$ cat src/dtp_pkg.sv
package dtp_pkg;

	// Field widths.
	localparam int DISP_W      = 16;
	localparam int GRAY_W      = 8;
	localparam int COORD_W     = 12;
	localparam int FRAC_W      = 4;
	localparam int FOCAL_W     = 16;
	localparam int CENTER_W    = 16;
	localparam int BASE_W      = 20;
	localparam int DEPTH_W     = 24;
	localparam int LAT_W       = 32;
	localparam int CFG_ADDR_W  = 3;
	localparam int CFG_DATA_W  = 24;

	// Shared divider geometry: one quotient bit per stage.
	localparam int DIVD_W      = 41;
	localparam int DIVS_W      = 16;
	localparam int TAG_W       = 1 + DEPTH_W + GRAY_W + 2 * COORD_W;
	localparam int FB_W        = FOCAL_W + BASE_W;
	localparam int OFF_W       = COORD_W + FRAC_W + 1;
	localparam int PROD_W      = (OFF_W - 1) + DEPTH_W;

	// Accept edge to the edge that takes the result.
	localparam int LATENCY     = 2 * DIVD_W + 5;

	// Register indexes.
	localparam logic [CFG_ADDR_W-1:0] REG_FOCAL  = 3'd0;
	localparam logic [CFG_ADDR_W-1:0] REG_CX     = 3'd1;
	localparam logic [CFG_ADDR_W-1:0] REG_CY     = 3'd2;
	localparam logic [CFG_ADDR_W-1:0] REG_BASE   = 3'd3;
	localparam logic [CFG_ADDR_W-1:0] REG_MAXD   = 3'd4;

	typedef struct packed {
		logic [FOCAL_W-1:0]  focal;
		logic [CENTER_W-1:0] cx;
		logic [CENTER_W-1:0] cy;
		logic [BASE_W-1:0]   base;
		logic [DEPTH_W-1:0]  maxd;
	} cfg_t;

endpackage

$ cat src/dtp_regs.sv
module dtp_regs (
	input  logic                           clk,
	input  logic                           arst_n,
	input  logic                           cfg_valid,
	input  logic [dtp_pkg::CFG_ADDR_W-1:0] cfg_addr,
	input  logic [dtp_pkg::CFG_DATA_W-1:0] cfg_data,
	output dtp_pkg::cfg_t                  cfg
);
	import dtp_pkg::*;

	cfg_t cfg_q;

	// Register file, written whenever a write arrives; unknown indexes are dropped.
	always_ff @(posedge clk or negedge arst_n) begin
		if (!arst_n) begin
			cfg_q.focal <= FOCAL_W'(4624);
			cfg_q.cx    <= CENTER_W'(4922);
			cfg_q.cy    <= CENTER_W'(3770);
			cfg_q.base  <= BASE_W'(110000);
			cfg_q.maxd  <= DEPTH_W'(15000000);
		end else if (cfg_valid) begin
			unique case (cfg_addr)
				REG_FOCAL: cfg_q.focal <= cfg_data[FOCAL_W-1:0];
				REG_CX:    cfg_q.cx    <= cfg_data[CENTER_W-1:0];
				REG_CY:    cfg_q.cy    <= cfg_data[CENTER_W-1:0];
				REG_BASE:  cfg_q.base  <= cfg_data[BASE_W-1:0];
				REG_MAXD:  cfg_q.maxd  <= cfg_data[DEPTH_W-1:0];
				default: begin
				end
			endcase
		end
	end

	assign cfg = cfg_q;

endmodule

$ cat config.mk
export PLATFORM = sky130hd
export DESIGN_NAME = dtp_regs
export DESIGN_NICKNAME = d
export VERILOG_FILES = /design/src/dtp_pkg.sv /design/src/dtp_regs.sv
export SDC_FILE = /design/constraint.sdc
export NUM_CORES = 1
export LEC_CHECK = 0
export BUFFER_PORTS_ARGS = -buffer_cell sky130_fd_sc_hd__clkbuf_2
export CAP_MARGIN = 20
export CORE_UTILIZATION = 45
export DETAILED_ROUTE_END_ITERATION = 7
export GPL_TIMING_DRIVEN = 0
export PLACE_DENSITY_LB_ADDON = 0.25
export RECOVER_POWER = 50
export SLEW_MARGIN = 20
export SYNTH_ARGS = -nofsm -noshare
export SYNTH_HDL_FRONTEND = slang
export SYNTH_SLANG_ARGS = --single-unit
$ cat constraint.sdc
create_clock -name clk -period 1 [get_ports clk]
set_clock_uncertainty 0.15 [all_clocks]
set_input_delay 0.05 -clock clk [delete_from_list [all_inputs] [get_ports clk]]
set_output_delay 0.05 -clock clk [all_outputs]
set_load 0.01 [all_outputs]
Yosys cells after proc, flatten, opt, wreduce, memory -nomap -nowiden
Cells that the tools add are included.
- bits in registers: 92
- bits in latches: 0
- RAM bits: 0
- ROM bits: 0
- input bits: 30
- output and inout bits: 92
- word-level logic and storage cells: 15
- memories: 0
- add/sub/neg operators: 0
- $mul: 0
- div/mod/pow operators: 0
- order comparisons: 0
- equality and inequality tests: 4
- shift operators: 0
- multiplexer cells: 0
- bitwise logic cells: 0
- reduce and logical (&&, ||, !) cells: 6
- operator list (cell ; number):
    2-bit AND reduction ; 5
    3-bit by 2-bit == test with 1-bit output, second input constant ; 2
    3-bit by 1-bit == test with 1-bit output, second input constant ; 1
    3-bit == test, second input constant ; 1
    3-bit zero test ; 1

Logic depth before layout (Yosys ltp)
- word-level depth: 2
- depth in mapped cells: 4
- mapped depth without buffers: 2

Least setup slack after synthesis
OpenSTA, ideal clock, no wires.
- kind: input to register
- from: input port cfg_addr[0] in the netlist's numbering
- to: register cfg_q, in the netlist cfg[76]
- setup time: 125 ps
- arrival: 1010 ps
- path slack: -285 ps
- stages on the path: 3
- path buffers: 1
- cell sequence: nor4b_4 > buf_6 > mux2_2
- cells in the longest elaborated chain, start to end: 2
- ends and longest elaborated chain (element ; line ; RTL):
    from (decl) ; dtp_regs.sv:5 ; input logic [dtp_pkg::CFG_ADDR_W-1:0] cfg_addr,
    3-bit zero test ; dtp_regs.sv:22 ; unique case (cfg_addr)
    2-bit AND reduction (no line) ; - ;
    to (decl) ; dtp_regs.sv:11 ; cfg_t cfg_q;
No other way between the ends.
A chain may end at the register's enable or synchronous reset.

Final worst setup path
- from: register cfg_q, in the netlist cfg[23]
- to: output port cfg[23] in the netlist's numbering
- RTL lines (element ; line ; RTL):
    to (decl) ; dtp_regs.sv:7 ; output dtp_pkg::cfg_t cfg
No word-level cell between the ends.

==> results.cfg <==
[finish]
fill_cells = 500
seq_area_um2 = 2350
nets = 430
largest_reg_flops = 92
n_antenna_cell = 0
area_delta_synth_final_pct = 62.3
final_cell_count_no_fill = 507
multi_input_area_um2 = 1320
drive_above_1_share_pct = 79.8

[cts]
tritoncts = yes
path_clk_slew_ns = 0.09
clockBufferDepth = 2
clk_latency_ns = 0.35
numCtsBuffers = 9
htree_levels = 3
cts_root_buf = clkbuf_8
cts.sinks = 92

[global_route]
grt_first_pass_wirelength_mm = 13.5
grt_max_degree = 93
overflow = 0
grt.met3_usage_pct = 5.11
antenna_found_initial = 0
grt_util_met1_pct = 28.9
grt_usage_pct = 21.3
top_usage_layer = met2
grt_pass1_vias = 2493
use_met2_pct = 34.7

[place]
gp_congestion = 0.739
port_buffers = 121
dp.cells = 422
hpwl_mm = 5.12

[critical_path]
path_cells = buf_6
ff2ff_path_depth = 3
critPathMaxStageDelay_ns = 0.56
crit_family = flip-flops
crit_path_max_fanout = 2
r2r_slack_ns = -0.07
r2r-end = cfg[7]
slowest_stage = dfstp_2
critPathLaunchType = flop
crit_required_ns = 0.80
worst-path-buf-inv = 1
worstPathArrival_ns = 1.02
crit_path_end_kind = output port
rr_startpoint = cfg[7]
critPathKind = flop to output port

[synthesis]
synth_enable_flop_cells = 0
syn_avg_cell_area_um2 = 17.9
ys_types = 10
seq_area_frac_synth_pct = 65.9
syn_area_um2 = 3560
post-synth-top-count-cell = mux2_2
synth_commonest_cells = mux2_2, dfrtp_1, dfstp_2
synth-seq-cells = 92
synth_flop_cell = dfrtp_1
synth_nets = 229
postSynthCellCount = 199
synthTopCellsByArea = dfrtp_1, mux2_2, dfstp_2, buf_6, mux2_4
async_flop_share_pct = 100
ys_warn_count = 0
synth.top_cell.area_share_pct = 38.6
synth_top_cell_by_area = dfrtp_1

[min_path]
min_to = cfg[81]
hp-class = input port to flop
whs_path_depth = 4
hp-start = cfg_addr[2]

[timing]
fmax_ghz = 0.818
setup_viol = 125
timing.final.ws_setup_ns = -0.223
slew_viol_final = 0
holdWs_ns = 0.0726
fin_crit_ns = 1.22
relSlewSlack_pct = 53.9
fin_crit_sh_pct = 122
hold_violations = 0
rsz0062_at_grt = yes
tightest_slew_ns = 0.692

[routing]
firstDrtPassIters = 3
vias = 2430
drt_iter0_markers = 40
wl_per_cell_um = 17.3
avgViaCountPerCell = 4.79
totalWireLength_mm = 8.79
drc = 0
postRouteAntennaNets = 0

[pwr]
vdd_drop_max_v = 0.00125
leakagePower_nw = 2.75
intPower_w = 0.00883
power_density_nw_per_um2 = 2080
power_switching_w = 0.00319
power_w = 0.0120
share_comb_of_total_power_pct = 31.7
switching_share_pct = 26.5
power_frac_seq_pct = 44.6
clockPowerShare_pct = 23.7

[floorplan]
die-area_um2 = 8280
die_x_um = 91.0
die_h_um = 91.0
fp-row-count = 32
io_pins = 122
initial_core_util_pct = 46.3
fp.coreArea_um2 = 7690

[status]
status = finished with violations
violations = setup timing

[job]
maxCapViolCount = 0
-- timing repair --
action                                  4_1_cts  5_1_grt
buffers inserted                             30       11
hold buffers                                 25        0
cloned                                        3        0
hold endpoints to repair                    147        0
gates resized for setup                      21       96
endpoints found under the setup margin      128      177
pin swaps                                     2        1
-- layer usage --
layer / share of wire (%) / wire length (µm) / vias to the layer above
li1: - / - / 1108
met1: 45 / 3970 / 1244
met2: 50 / 4380 / 67
met3: 3.8 / 335 / 11
met4: 1.1 / 98 / 0
met5: 0 / 0 / -
-- cells in the final DEF (no fill, tap or decap), drive strengths merged --
master / instances
and4bb: 3
buf: 95
bufinv: 2
clkbuf: 91
clkinv: 1
clkinvlp: 2
dfrtp: 55
dfstp: 37
dlygate4sd3: 25
mux2: 92
nand4b: 1
nor4b: 1
-- how the worst max path moves through the flow --
stage | from | end | slack (ns) | depth (start not counted)
2_1_floorplan | cfg_addr[2] | cfg[76] | -0.28 | 3
3_3_place_gp | arst_n | cfg[26] | -1.30 | 1
3_5_place_dp | cfg_addr[2] | cfg[78] | -0.68 | 4
4_1_cts | cfg[23] | cfg[23] | -0.25 | 1
5_1_grt | cfg[23] | cfg[23] | -0.26 | 1
6_report | cfg[23] | cfg[23] | -0.22 | 1
-- cell families after synthesis --
group                  synth area share, %
buffers and inverters                 2.81
flip-flops                            65.9
multiplexers                          29.3
AND/OR/NAND/NOR                       1.97
-- layout make-up --
cell class	instances	share of cell area, %
repair buffers	190	27.8
multi-input cells	97	22.9
flip-flops and latches	92	40.6
clock buffers	11	2.62
well taps	102	2.21
plain buffers	10	2.45
clock inverters	5	1.45
-- power groups by stage --
| stage | clock network (W) | logic, W | registers, W |
|---|---|---|---|
| after floorplan | 0 | 0.00110 | 0.00566 |
| after global placement | 0 | 0.00262 | 0.00526 |
| after detailed placement | 0 | 0.00269 | 0.00530 |
| after CTS | 0.00290 | 0.00321 | 0.00523 |
| after global routing | 0.00307 | 0.00404 | 0.00546 |
| final | 0.00284 | 0.00381 | 0.00536 |
-- per-stage QoR --
| stage | area (µm²) | util [%] | TNS [ns] | worst slack [ns] |
|---|---|---|---|---|
| 6_report | 5780 | 75.2 | -12.54 | -0.223 |
| 5_1_grt | 5780 | 75.2 | -20.51 | -0.261 |
| 4_1_cts | 5410 | 70.4 | -13.71 | -0.246 |
| 3_5_place_dp | 4530 | 58.9 | -33.56 | -0.678 |
| 3_3_place_gp | 4520 | 58.8 | -131.42 | -1.30 |
| 2_1_floorplan | 3780 | - | -9.80 | -0.282 |
(Power assumes the default switching activity.)
